===== src/hdl/pfvs_pkg.sv =====
// Package for the page frame victim selector.
// Holds the command, policy and state codes and the control structs
// shared by the frame cells, the scan unit and the top level.
package pfvs_pkg;

	// Width of the frame index ports.
	localparam int unsigned FRAME_IDX_W = 6;
	// Width of the owner fields.
	localparam int unsigned OWNER_W = 8;
	// Width of the policy register.
	localparam int unsigned POLICY_W = 2;
	// Width of the register bus data.
	localparam int unsigned APB_DATA_W = 32;
	// Width of the register bus address.
	localparam int unsigned APB_ADDR_W = 3;

	// Register index of the policy register.
	localparam logic REG_POLICY = 1'b0;

	// Commands carried by an input transfer.
	typedef enum logic [1:0] {
		CMD_SELECT = 2'd0,
		CMD_MAP    = 2'd1,
		CMD_TICK   = 2'd2
	} command_t;

	// Replacement policies.
	typedef enum logic [POLICY_W-1:0] {
		POL_RANDOM = 2'd0,
		POL_LRU    = 2'd1,
		POL_FIFO   = 2'd2
	} policy_t;

	// Sequencer states.
	typedef enum logic [1:0] {
		ST_IDLE,
		ST_SCAN,
		ST_DONE
	} state_t;

	// Per-cell controls: rotate the chain, load a mapping, age, evict.
	typedef struct packed {
		logic shift;
		logic map_en;
		logic tick_en;
		logic clr_en;
	} cell_ctrl_t;

	// Scan unit controls.
	typedef struct packed {
		logic start;
		logic step;
		logic finish;
	} scan_ctrl_t;

endpackage


===== src/hdl/pfvs_cell.sv =====
// One frame cell of the rotating frame table.
// Holds mapped, protected, age, owner and page of one frame; depends on pfvs_pkg.
module pfvs_cell #(
	parameter int unsigned PAGE_BITS = 16,
	parameter int unsigned AGE_BITS  = 8
) (
	input  logic                         clk,
	input  logic                         arst_n,
	input  pfvs_pkg::cell_ctrl_t         ctrl,
	input  logic                         nb_mapped,
	input  logic                         nb_prot,
	input  logic [AGE_BITS-1:0]          nb_age,
	input  logic [pfvs_pkg::OWNER_W-1:0] nb_owner,
	input  logic [PAGE_BITS-1:0]         nb_page,
	input  logic                         map_prot,
	input  logic [pfvs_pkg::OWNER_W-1:0] map_owner,
	input  logic [PAGE_BITS-1:0]         map_page,
	input  logic                         ref_bit,
	output logic                         mapped,
	output logic                         prot,
	output logic [AGE_BITS-1:0]          age,
	output logic [pfvs_pkg::OWNER_W-1:0] owner,
	output logic [PAGE_BITS-1:0]         page
);
	import pfvs_pkg::*;

	logic                mapped_q;
	logic                prot_q;
	logic [AGE_BITS-1:0] age_q;
	logic [OWNER_W-1:0]  owner_q;
	logic [PAGE_BITS-1:0] page_q;

	// Flags: rotation takes the neighbor, map sets, eviction clears.
	always_ff @(posedge clk or negedge arst_n) begin
		if (!arst_n) begin
			mapped_q <= 1'b0;
			prot_q   <= 1'b0;
		end else if (ctrl.shift) begin
			mapped_q <= nb_mapped;
			prot_q   <= nb_prot;
		end else if (ctrl.map_en) begin
			mapped_q <= 1'b1;
			prot_q   <= map_prot;
		end else if (ctrl.clr_en) begin
			mapped_q <= 1'b0;
			prot_q   <= 1'b0;
		end
	end

	// Age count: cleared on map and eviction, shifted right by a tick on
	// mapped, unprotected frames with the referenced bit entering on top.
	always_ff @(posedge clk) begin
		if (ctrl.shift) begin
			age_q <= nb_age;
		end else if (ctrl.map_en || ctrl.clr_en) begin
			age_q <= '0;
		end else if (ctrl.tick_en && mapped_q && !prot_q) begin
			age_q <= {ref_bit, age_q[AGE_BITS-1:1]};
		end
	end

	// Owner and page; only read while the frame is mapped.
	always_ff @(posedge clk) begin
		if (ctrl.shift) begin
			owner_q <= nb_owner;
			page_q  <= nb_page;
		end else if (ctrl.map_en) begin
			owner_q <= map_owner;
			page_q  <= map_page;
		end
	end

	assign mapped = mapped_q;
	assign prot   = prot_q;
	assign age    = age_q;
	assign owner  = owner_q;
	assign page   = page_q;

endmodule


===== src/hdl/pfvs_scan.sv =====
// Scan unit: watches the head cell as the frame table rotates past it and
// keeps the free, policy and fallback candidates; owns the FIFO pointer.
// Depends on pfvs_pkg.
module pfvs_scan #(
	parameter int unsigned FRAME_COUNT = 64,
	parameter int unsigned PAGE_BITS   = 16,
	parameter int unsigned AGE_BITS    = 8,
	localparam int unsigned IDX_W      = $clog2(FRAME_COUNT)
) (
	input  logic                          clk,
	input  logic                          arst_n,
	input  pfvs_pkg::scan_ctrl_t          ctrl,
	input  logic [pfvs_pkg::POLICY_W-1:0] policy,
	input  logic [FRAME_COUNT-1:0]        random_bits,
	input  logic [IDX_W-1:0]              head_idx,
	input  logic                          head_mapped,
	input  logic                          head_prot,
	input  logic [AGE_BITS-1:0]           head_age,
	input  logic [pfvs_pkg::OWNER_W-1:0]  head_owner,
	input  logic [PAGE_BITS-1:0]          head_page,
	output logic                          found,
	output logic [IDX_W-1:0]              victim,
	output logic                          evict,
	output logic [pfvs_pkg::OWNER_W-1:0]  ev_owner,
	output logic [PAGE_BITS-1:0]          ev_page
);
	import pfvs_pkg::*;

	logic [FRAME_COUNT-1:0] coin_q;
	logic [IDX_W-1:0]       fifo_ptr_q;

	logic                 free_hit_q;
	logic [IDX_W-1:0]     free_idx_q;
	logic                 a_hit_q;
	logic [IDX_W-1:0]     a_idx_q;
	logic [AGE_BITS-1:0]  a_age_q;
	logic [OWNER_W-1:0]   a_owner_q;
	logic [PAGE_BITS-1:0] a_page_q;
	logic                 b_hit_q;
	logic [IDX_W-1:0]     b_idx_q;
	logic [OWNER_W-1:0]   b_owner_q;
	logic [PAGE_BITS-1:0] b_page_q;

	logic cand;
	logic free_take;
	logic a_take;
	logic b_take;
	logic pick_a;
	logic pick_b;

	assign cand = !head_prot;

	// Candidate rules for the frame at the head of the chain.
	always_comb begin
		free_take = ctrl.step && cand && !head_mapped && !free_hit_q;
		a_take    = 1'b0;
		b_take    = 1'b0;
		unique case (policy)
			POL_RANDOM: begin
				a_take = ctrl.step && cand && coin_q[0] && !a_hit_q;
				b_take = ctrl.step && cand;
			end
			POL_LRU: begin
				a_take = ctrl.step && cand && head_mapped && (!a_hit_q || head_age < a_age_q);
			end
			POL_FIFO: begin
				a_take = ctrl.step && cand && (head_idx > fifo_ptr_q) && !a_hit_q;
				b_take = ctrl.step && cand && !b_hit_q;
			end
			default: begin
				a_take = 1'b0;
				b_take = 1'b0;
			end
		endcase
	end

	// Candidate flags and FIFO pointer.
	always_ff @(posedge clk or negedge arst_n) begin
		if (!arst_n) begin
			free_hit_q <= 1'b0;
			a_hit_q    <= 1'b0;
			b_hit_q    <= 1'b0;
			fifo_ptr_q <= '0;
		end else if (ctrl.start) begin
			free_hit_q <= 1'b0;
			a_hit_q    <= 1'b0;
			b_hit_q    <= 1'b0;
		end else begin
			if (free_take) begin
				free_hit_q <= 1'b1;
			end
			if (a_take) begin
				a_hit_q <= 1'b1;
			end
			if (b_take) begin
				b_hit_q <= 1'b1;
			end
			if (ctrl.finish && !free_hit_q && policy == POL_FIFO && found) begin
				fifo_ptr_q <= victim;
			end
		end
	end

	// Candidate payloads and the coin line, which shifts with the chain.
	always_ff @(posedge clk) begin
		if (ctrl.start) begin
			coin_q <= random_bits;
		end else if (ctrl.step) begin
			coin_q <= coin_q >> 1;
		end
		if (free_take) begin
			free_idx_q <= head_idx;
		end
		if (a_take) begin
			a_idx_q   <= head_idx;
			a_age_q   <= head_age;
			a_owner_q <= head_owner;
			a_page_q  <= head_page;
		end
		if (b_take) begin
			b_idx_q   <= head_idx;
			b_owner_q <= head_owner;
			b_page_q  <= head_page;
		end
	end

	// Final choice: a free frame first, then the policy candidate, then the
	// fallback. A policy victim is always a mapped frame.
	always_comb begin
		pick_a = !free_hit_q && a_hit_q;
		pick_b = !free_hit_q && !a_hit_q && b_hit_q;
		found  = free_hit_q || pick_a || pick_b;
		evict  = pick_a || pick_b;
		if (free_hit_q) begin
			victim = free_idx_q;
		end else if (pick_a) begin
			victim = a_idx_q;
		end else if (pick_b) begin
			victim = b_idx_q;
		end else begin
			victim = '0;
		end
		if (pick_a) begin
			ev_owner = a_owner_q;
			ev_page  = a_page_q;
		end else if (pick_b) begin
			ev_owner = b_owner_q;
			ev_page  = b_page_q;
		end else begin
			ev_owner = '0;
			ev_page  = '0;
		end
	end

endmodule


===== src/hdl/page_frame_victim_selector.sv =====
// Top level of the page frame victim selector.
// Instantiates the frame cell chain (pfvs_cell) and the scan unit (pfvs_scan);
// depends on pfvs_pkg.
//
// Usage: a command transfer is taken at a rising edge with start high and
// busy low. Map and tick complete at that edge, give no result and leave
// busy low. Select raises busy, rotates the whole frame table once through
// the cell chain, one frame past the head cell per cycle, and then presents
// one result on the result ports for a single cycle with done high.
// A select is not overlapped with the next command: a new command may be accepted
// in the cycle the result is shown, so the rate of selects is set by the full
// rotation of the chain.
// The receiver cannot stall: done is a single-cycle strobe.
// The policy register sits at byte address 0 of the APB port. The user is to write
// it only while busy is low; the block itself does not enforce this. Reset clears
// the frame flags, the FIFO pointer and the policy; no clearing pass is needed.
module page_frame_victim_selector #(
	parameter int unsigned FRAME_COUNT = 64,
	parameter int unsigned PAGE_BITS   = 16,
	parameter int unsigned AGE_BITS    = 8
) (
	input  logic                              clk,
	input  logic                              arst_n,
	input  logic                              psel,
	input  logic                              penable,
	input  logic                              pwrite,
	input  logic [pfvs_pkg::APB_ADDR_W-1:0]   paddr,
	input  logic [pfvs_pkg::APB_DATA_W-1:0]   pwdata,
	output logic [pfvs_pkg::APB_DATA_W-1:0]   prdata,
	output logic                              pready,
	input  logic                              start,
	output logic                              busy,
	input  logic [1:0]                        command,
	input  logic [pfvs_pkg::FRAME_IDX_W-1:0]  frame_index,
	input  logic [pfvs_pkg::OWNER_W-1:0]      owner_id,
	input  logic [PAGE_BITS-1:0]              page_number,
	input  logic                              protect_flag,
	input  logic [FRAME_COUNT-1:0]            referenced_bits,
	input  logic [FRAME_COUNT-1:0]            random_bits,
	output logic                              done,
	output logic [pfvs_pkg::FRAME_IDX_W-1:0]  victim_frame,
	output logic                              out_of_memory,
	output logic                              evicted_valid,
	output logic [pfvs_pkg::OWNER_W-1:0]      evicted_owner,
	output logic [PAGE_BITS-1:0]              evicted_page
);
	import pfvs_pkg::*;

	localparam int unsigned IDX_W = $clog2(FRAME_COUNT);

	state_t               state_q;
	state_t               state_d;
	logic [IDX_W-1:0]     cnt_q;
	logic [POLICY_W-1:0]  policy_q;
	logic                 done_q;
	logic [FRAME_IDX_W-1:0] victim_q;
	logic                 oom_q;
	logic                 ev_valid_q;
	logic [OWNER_W-1:0]   ev_owner_q;
	logic [PAGE_BITS-1:0] ev_page_q;

	logic accept;
	logic cmd_select;
	logic cmd_map;
	logic cmd_tick;
	logic scan_last;
	logic cfg_wr;

	scan_ctrl_t scan_ctrl;

	logic                 c_mapped [FRAME_COUNT];
	logic                 c_prot   [FRAME_COUNT];
	logic [AGE_BITS-1:0]  c_age    [FRAME_COUNT];
	logic [OWNER_W-1:0]   c_owner  [FRAME_COUNT];
	logic [PAGE_BITS-1:0] c_page   [FRAME_COUNT];

	logic                 sel_found;
	logic [IDX_W-1:0]     sel_victim;
	logic                 sel_evict;
	logic [OWNER_W-1:0]   sel_owner;
	logic [PAGE_BITS-1:0] sel_page;

	// Command decode.
	assign accept     = start && !busy;
	assign cmd_select = accept && (command == CMD_SELECT);
	assign cmd_map    = accept && (command == CMD_MAP);
	assign cmd_tick   = accept && (command == CMD_TICK);
	assign scan_last  = (cnt_q == IDX_W'(FRAME_COUNT - 1));

	// Register port: one policy register, no wait states.
	assign pready = 1'b1;
	assign cfg_wr = psel && penable && pwrite && pready && (paddr[2] == REG_POLICY);

	always_ff @(posedge clk or negedge arst_n) begin
		if (!arst_n) begin
			policy_q <= '0;
		end else if (cfg_wr) begin
			policy_q <= pwdata[POLICY_W-1:0];
		end
	end

	always_comb begin
		if (paddr[2] == REG_POLICY) begin
			prdata = APB_DATA_W'(policy_q);
		end else begin
			prdata = '0;
		end
	end

	// Sequencer next state.
	always_comb begin
		state_d = state_q;
		unique case (state_q)
			ST_IDLE: begin
				if (cmd_select) begin
					state_d = ST_SCAN;
				end
			end
			ST_SCAN: begin
				if (scan_last) begin
					state_d = ST_DONE;
				end
			end
			ST_DONE: begin
				state_d = ST_IDLE;
			end
			default: begin
				state_d = ST_IDLE;
			end
		endcase
	end

	// Sequencer outputs. Busy is low in the idle state, so a select is taken
	// there whenever start is high.
	always_comb begin
		busy             = 1'b0;
		scan_ctrl.start  = 1'b0;
		scan_ctrl.step   = 1'b0;
		scan_ctrl.finish = 1'b0;
		unique case (state_q)
			ST_IDLE: begin
				scan_ctrl.start = start && (command == CMD_SELECT);
			end
			ST_SCAN: begin
				busy           = 1'b1;
				scan_ctrl.step = 1'b1;
			end
			ST_DONE: begin
				busy             = 1'b1;
				scan_ctrl.finish = 1'b1;
			end
			default: begin
				busy = 1'b0;
			end
		endcase
	end

	// State and head position counter.
	always_ff @(posedge clk or negedge arst_n) begin
		if (!arst_n) begin
			state_q <= ST_IDLE;
			cnt_q   <= '0;
		end else begin
			state_q <= state_d;
			if (scan_ctrl.start || (scan_ctrl.step && scan_last)) begin
				cnt_q <= '0;
			end else if (scan_ctrl.step) begin
				cnt_q <= cnt_q + 1'b1;
			end
		end
	end

	// Frame cell chain: cell i takes from cell i+1, the last from cell 0.
	for (genvar gi = 0; gi < FRAME_COUNT; gi++) begin : g_cell
		localparam int unsigned NB = (gi + 1) % FRAME_COUNT;
		cell_ctrl_t cctrl;

		always_comb begin
			cctrl.shift   = scan_ctrl.step;
			cctrl.map_en  = cmd_map && (frame_index == FRAME_IDX_W'(gi));
			cctrl.tick_en = cmd_tick;
			cctrl.clr_en  = scan_ctrl.finish && sel_evict && (sel_victim == IDX_W'(gi));
		end

		pfvs_cell #(
			.PAGE_BITS (PAGE_BITS),
			.AGE_BITS  (AGE_BITS)
		) u_cell (
			.clk       (clk),
			.arst_n    (arst_n),
			.ctrl      (cctrl),
			.nb_mapped (c_mapped[NB]),
			.nb_prot   (c_prot[NB]),
			.nb_age    (c_age[NB]),
			.nb_owner  (c_owner[NB]),
			.nb_page   (c_page[NB]),
			.map_prot  (protect_flag),
			.map_owner (owner_id),
			.map_page  (page_number),
			.ref_bit   (referenced_bits[gi]),
			.mapped    (c_mapped[gi]),
			.prot      (c_prot[gi]),
			.age       (c_age[gi]),
			.owner     (c_owner[gi]),
			.page      (c_page[gi])
		);
	end

	// Scan unit watching the head cell.
	pfvs_scan #(
		.FRAME_COUNT (FRAME_COUNT),
		.PAGE_BITS   (PAGE_BITS),
		.AGE_BITS    (AGE_BITS)
	) u_scan (
		.clk         (clk),
		.arst_n      (arst_n),
		.ctrl        (scan_ctrl),
		.policy      (policy_q),
		.random_bits (random_bits),
		.head_idx    (cnt_q),
		.head_mapped (c_mapped[0]),
		.head_prot   (c_prot[0]),
		.head_age    (c_age[0]),
		.head_owner  (c_owner[0]),
		.head_page   (c_page[0]),
		.found       (sel_found),
		.victim      (sel_victim),
		.evict       (sel_evict),
		.ev_owner    (sel_owner),
		.ev_page     (sel_page)
	);

	// Result strobe.
	always_ff @(posedge clk or negedge arst_n) begin
		if (!arst_n) begin
			done_q <= 1'b0;
		end else begin
			done_q <= scan_ctrl.finish;
		end
	end

	// Result registers.
	always_ff @(posedge clk) begin
		if (scan_ctrl.finish) begin
			victim_q   <= FRAME_IDX_W'(sel_victim);
			oom_q      <= !sel_found;
			ev_valid_q <= sel_evict;
			ev_owner_q <= sel_owner;
			ev_page_q  <= sel_page;
		end
	end

	assign done          = done_q;
	assign victim_frame  = victim_q;
	assign out_of_memory = oom_q;
	assign evicted_valid = ev_valid_q;
	assign evicted_owner = ev_owner_q;
	assign evicted_page  = ev_page_q;

`ifndef SYNTHESIS
	// A result strobe follows the final sequencer state and nothing else.
	a_done_after_finish: assert property (@(posedge clk) disable iff (!arst_n)
		done |-> $past(state_q == ST_DONE))
		else $error("result strobe without a finished scan");

	// An out-of-memory result reports no frame and no eviction.
	a_oom_empty: assert property (@(posedge clk) disable iff (!arst_n)
		(done && out_of_memory) |-> (victim_frame == '0 && !evicted_valid))
		else $error("out-of-memory result carries a victim");

	// The chain is back in its home position when the choice is made.
	a_chain_home: assert property (@(posedge clk) disable iff (!arst_n)
		(state_q == ST_DONE) |-> (cnt_q == '0))
		else $error("frame chain not aligned at the end of the scan");

	// A select that is accepted starts a scan in the next cycle.
	a_select_scans: assert property (@(posedge clk) disable iff (!arst_n)
		(accept && command == CMD_SELECT) |=> (state_q == ST_SCAN && busy))
		else $error("accepted select did not start a scan");
`endif

endmodule


===== config.mk =====
export PLATFORM = sky130hd
export DESIGN_NAME = page_frame_victim_selector
export DESIGN_NICKNAME = d
export VERILOG_FILES = /design/src/hdl/pfvs_pkg.sv /design/src/hdl/pfvs_cell.sv /design/src/hdl/pfvs_scan.sv /design/src/hdl/page_frame_victim_selector.sv
export SDC_FILE = /design/constraint.sdc
export NUM_CORES = 2
export LEC_CHECK = 0
export ABC_CLOCK_PERIOD_IN_PS = 9100
export BUFFER_PORTS_ARGS = -buffer_cell sky130_fd_sc_hd__buf_2
export CAP_MARGIN = 20
export CELL_PAD_IN_SITES_DETAIL_PLACEMENT = 2
export CELL_PAD_IN_SITES_GLOBAL_PLACEMENT = 2
export CORE_MARGIN = 3
export CORE_UTILIZATION = 48
export CTS_CLUSTER_DIAMETER = 120
export CTS_CLUSTER_SIZE = 25
export DETAILED_ROUTE_END_ITERATION = 12
export PLACE_DENSITY_LB_ADDON = 0.12
export SETUP_SLACK_MARGIN = 0.3
export SYNTH_ARGS = -nofsm -noshare
export SYNTH_HDL_FRONTEND = slang
export SYNTH_HIERARCHICAL = 1
export SYNTH_SLANG_ARGS = --single-unit

===== constraint.sdc =====
create_clock -name clk -period 9.1 [get_ports clk]
set_input_delay 1.365 -clock clk [delete_from_list [all_inputs] [get_ports clk]]
set_output_delay 1.365 -clock clk [all_outputs]
set_load 0.05 [all_outputs]

==> flow_summary.toml <==
[detailed_routing]
drtIter0Drc = 4763
vias = 56521
drc = 0
dr.pass1.iters = 5
route.antenna.remaining_nets = 0
wl_per_cell_um = 29.1
wl_um = 280000
average_vias_per_placed_instance = 5.88

[grt]
maximum_number_of_pins_on_one_net_before_global_route_repair = 246
gr-max-usage-layer = "met2"
globalRouteMet3Util_pct = 2.86
groute.layer.met1.usage_pct = 31.3
number_of_global_route_vias_before_repair = 61610
groute.layer.met2.usage_pct = 42.4
grt_overflow = 0
antenna_found_initial = 27
grt_first_pass_wirelength_um = 414000
gr-usage-all-layers_pct = 23.9

[synthesis]
synth_cells = 6489
sequential_area_share_after_synthesis_pct = 65.7
ys_seq_elements = 2366
most_used_flip_flop_cell_after_synthesis = "sky130_fd_sc_hd__edfxtp_1"
ys_warn_count = 6
number_of_distinct_library_cells_after_synthesis = 55
synth.avg_cell_area_um2 = 16.5
async_flop_share_pct = 6.26
post_synth_edffs = 2218
combined_area_of_all_synthesized_cells_um2 = 107000

[power_and_ir_drop]
ir_worst_vdd_mv = 0.245
pwr-share-comb_pct = 33.2
leakage_nw = 37.3
clock_network_fraction_of_total_power_pct = 15.0
internal_power_mw = 25.8
power.switching_fraction_pct = 32.8
sequentialPowerShare_pct = 51.8
power_density_nw_per_um2 = 344
power.net_switching_mw = 12.6

[sta]
final_hold_viol_count = 0
final_max_slew_viol_count = 0
finalHoldWorstSlack_ns = 0.460
clock_skew_ns = 0.0369
setup_viol = 0
relSlewSlack_pct = 18.7
final.setup.tns_ns = 0
setup_repair_after_global_routing_missed_its_margin = "false"
fin_crit_ns = 4.61
final_cycle_share_pct = 50.6
fmax_mhz = 217
worst_slew_pin_slew_ns = 1.22

[worst_setup_path]
setup.reg_to_reg.worst_slack_ns = 4.49
timing.critical_path.arrival_ns = 5.04
critPathCaptureType = "flop"
timing.setup.critical_path_class = "flop to flop"
start_kind = "flop"
path_max_fanout = 14
required_ns = 9.53
worst-r2r-cell-count = 9

[clocking]
cts_buffer_depth = 3
clkTransAtPathRegs_ns = 0.10
worstSkewPairLatency_ns = 0.81
clk_root_buffer_cell = "sky130_fd_sc_hd__clkbuf_16"
cts_repair_resize_count = 0
h-tree-depth = 3
hold_buffers = 0
postCtsSetupBuffers = 0
total_clock_sinks = 2366
cts-buffers-inserted = 105
tritoncts = "done"

[floorplanning]
die_area_um2 = 229000
core_area_um2 = 221000
die_w_um = 478
placement_rows = 172
start_util_pct = 48.5
io_pins = 269
floorplan.die.height_um = 478

[cells_and_area]
utilization_pct = 50.6
areaGrowthSynthToFinish_pct = 4.40
layout-drive-gt1-share_pct = 32.7
final_net_count = 6769
fillerInstances = 20021
post-route-cell-area_um2 = 112000

[outcome]
run_status = "finished clean"

[placed_design]
placement.io_buffers = 205
hpwlAfterDp_um = 178000
detailed_place.area_um2 = 109000
gp_routability_congestion = 0.765

[hold_path]
hp-class = "input pin to asynchronous set/reset pin"

[job]
maxCapViolations = 0
-- cells in the final DEF, fill, tap and decap left out, types with 4 or more instances in the layout --
cell type / Yosys / layout
sky130_fd_sc_hd__o21ai_1: 65 / 69
sky130_fd_sc_hd__dfrtp_1: 148 / 148
sky130_fd_sc_hd__buf_4: 33 / 90
sky130_fd_sc_hd__mux2_2: 1606 / 1606
sky130_fd_sc_hd__or3b_1: 65 / 65
sky130_fd_sc_hd__conb_1: 2 / 31
sky130_fd_sc_hd__diode_2: 0 / 13
sky130_fd_sc_hd__a22o_1: 536 / 536
sky130_fd_sc_hd__clkbuf_1: 10 / 84
sky130_fd_sc_hd__buf_12: 0 / 9
sky130_fd_sc_hd__o31a_1: 64 / 64
sky130_fd_sc_hd__nand2_1: 95 / 95
sky130_fd_sc_hd__nand2b_1: 68 / 68
sky130_fd_sc_hd__nor3_1: 4 / 4
sky130_fd_sc_hd__clkbuf_16: 0 / 108
sky130_fd_sc_hd__nor2_1: 207 / 207
sky130_fd_sc_hd__buf_2: 12 / 204
sky130_fd_sc_hd__nor3_2: 65 / 65
sky130_fd_sc_hd__or2_2: 67 / 67
sky130_fd_sc_hd__o21ai_0: 10 / 6
sky130_fd_sc_hd__nand3_1: 16 / 13
sky130_fd_sc_hd__a21oi_1: 132 / 132
sky130_fd_sc_hd__nor2b_1: 653 / 653
sky130_fd_sc_hd__a22oi_1: 6 / 6
sky130_fd_sc_hd__inv_1: 18 / 18
sky130_fd_sc_hd__edfxtp_1: 2218 / 2218
sky130_fd_sc_hd__ha_1: 17 / 15
sky130_fd_sc_hd__nand4_1: 7 / 7
-- final cells by class --
cell class | count | area [um^2] | share of cell area [%]
Sequential cell | 2366 | 70300 | 62.9
Multi-Input combinational cell | 3755 | 32600 | 29.2
Tap cell | 2958 | 3700 | 3.31
Clock buffer | 192 | 3020 | 2.70
Timing Repair Buffer | 304 | 1890 | 1.69
Clock inverter | 7 | 105 | 0.0941
Inverter | 18 | 67.6 | 0.0605
Antenna cell | 13 | 32.5 | 0.0291
-- through the flow --
step | power, mW | worst slack (ns) | cells
CTS | 38.8 | 4.60 | 9600
floorplan | 29.9 | 2.20 | 6518
detailed placement | 32.9 | 4.46 | 9401
global placement | 31.8 | 4.61 | 9401
finish | 38.4 | 4.49 | 9613
global route | 40.5 | 4.32 | 9606
-- worst paths after layout --
path                                      start                  endpoint
setup / recovery                 u_scan/a_hit_q  g_cell[41].u_cell/age[5]
hold / removal                           arst_n  g_cell[54].u_cell/mapped
setup reg to reg                 u_scan/a_hit_q  g_cell[41].u_cell/age[5]
hold reg to reg            u_scan/fifo_ptr_q[2]      u_scan/fifo_ptr_q[2]
max in group asynchronous                arst_n    g_cell[20].u_cell/prot
min in group clk           u_scan/fifo_ptr_q[2]      u_scan/fifo_ptr_q[2]
-- cell families after synthesis --
logic type	Yosys count	synth area share, %
xor gates and xnor gates	2	0.0164
adders and majority gates	17	0.199
and+or+nand+nor	1267	7.12
DFF	2366	65.7
AOI/OAI and AO/OA	831	6.05
muxes	1607	16.9
other	2	0.00702
buffers and inverters	397	4.01
-- cell usage after synthesis, types with 65 or more instances --
master | number | share of area (%)
sky130_fd_sc_hd__a21oi_1 | 132 | 0.62
sky130_fd_sc_hd__a22o_1 | 536 | 4.4
sky130_fd_sc_hd__buf_6 | 259 | 2.7
sky130_fd_sc_hd__dfrtp_1 | 148 | 3.5
sky130_fd_sc_hd__edfxtp_1 | 2218 | 62
sky130_fd_sc_hd__mux2_2 | 1606 | 17
sky130_fd_sc_hd__nand2_1 | 95 | 0.33
sky130_fd_sc_hd__nand2b_1 | 68 | 0.40
sky130_fd_sc_hd__nor2_1 | 207 | 0.73
sky130_fd_sc_hd__nor2b_1 | 653 | 3.8
sky130_fd_sc_hd__nor3_2 | 65 | 0.61
sky130_fd_sc_hd__o21ai_1 | 65 | 0.30
sky130_fd_sc_hd__or2_2 | 67 | 0.39
sky130_fd_sc_hd__or3b_1 | 65 | 0.53
-- registers in the layout (all words and copies together), names as in the netlist, 8 cells and up --
signal and count:
g_cell.u_cell/owner 512, u_scan/coin_q 64, u_scan/b_page_q 16, g_cell.u_cell/age 512, g_cell.u_cell/mapped 64, g_cell.u_cell/prot 64, u_scan/a_age_q 8, u_scan/b_owner_q 8
g_cell.u_cell/page 1024, evicted_page 16, u_scan/a_page_q 16, evicted_owner 8, u_scan/a_owner_q 8
-- layer usage --
layer	vias up	share of wire, %
li1	24997	-
met4	8	2.3
met1	30208	42
met5	-	0.018
met2	1032	52
met3	276	4.0
-- critical path, stage by stage, from the launching register on --
cell and delay [ns]:
sky130_fd_sc_hd__dfrtp_1 0.64, sky130_fd_sc_hd__nor2b_2 0.40, sky130_fd_sc_hd__a22oi_1 0.12, sky130_fd_sc_hd__o21ai_1 0.70
sky130_fd_sc_hd__nor2b_1 0.49, sky130_fd_sc_hd__nand2_1 0.65, sky130_fd_sc_hd__buf_4 0.43, sky130_fd_sc_hd__nor2_1 0.28
sky130_fd_sc_hd__nor3_2 0.06, sky130_fd_sc_hd__o21ai_1 0.46
-- power by group through the flow --
| stage | clock network (mW) | registers [mW] | logic, mW |
|---|---|---|---|
| 2_1_floorplan | 0 | 19.2 | 10.7 |
| 3_3_place_gp | 0 | 19.9 | 11.9 |
| 3_5_place_dp | 0 | 20.2 | 12.7 |
| 4_1_cts | 5.94 | 20.0 | 12.9 |
| 5_1_grt | 6.30 | 20.4 | 13.8 |
| 6_report | 5.75 | 19.9 | 12.8 |
Note: power is estimated with default switching activity, not from simulation.
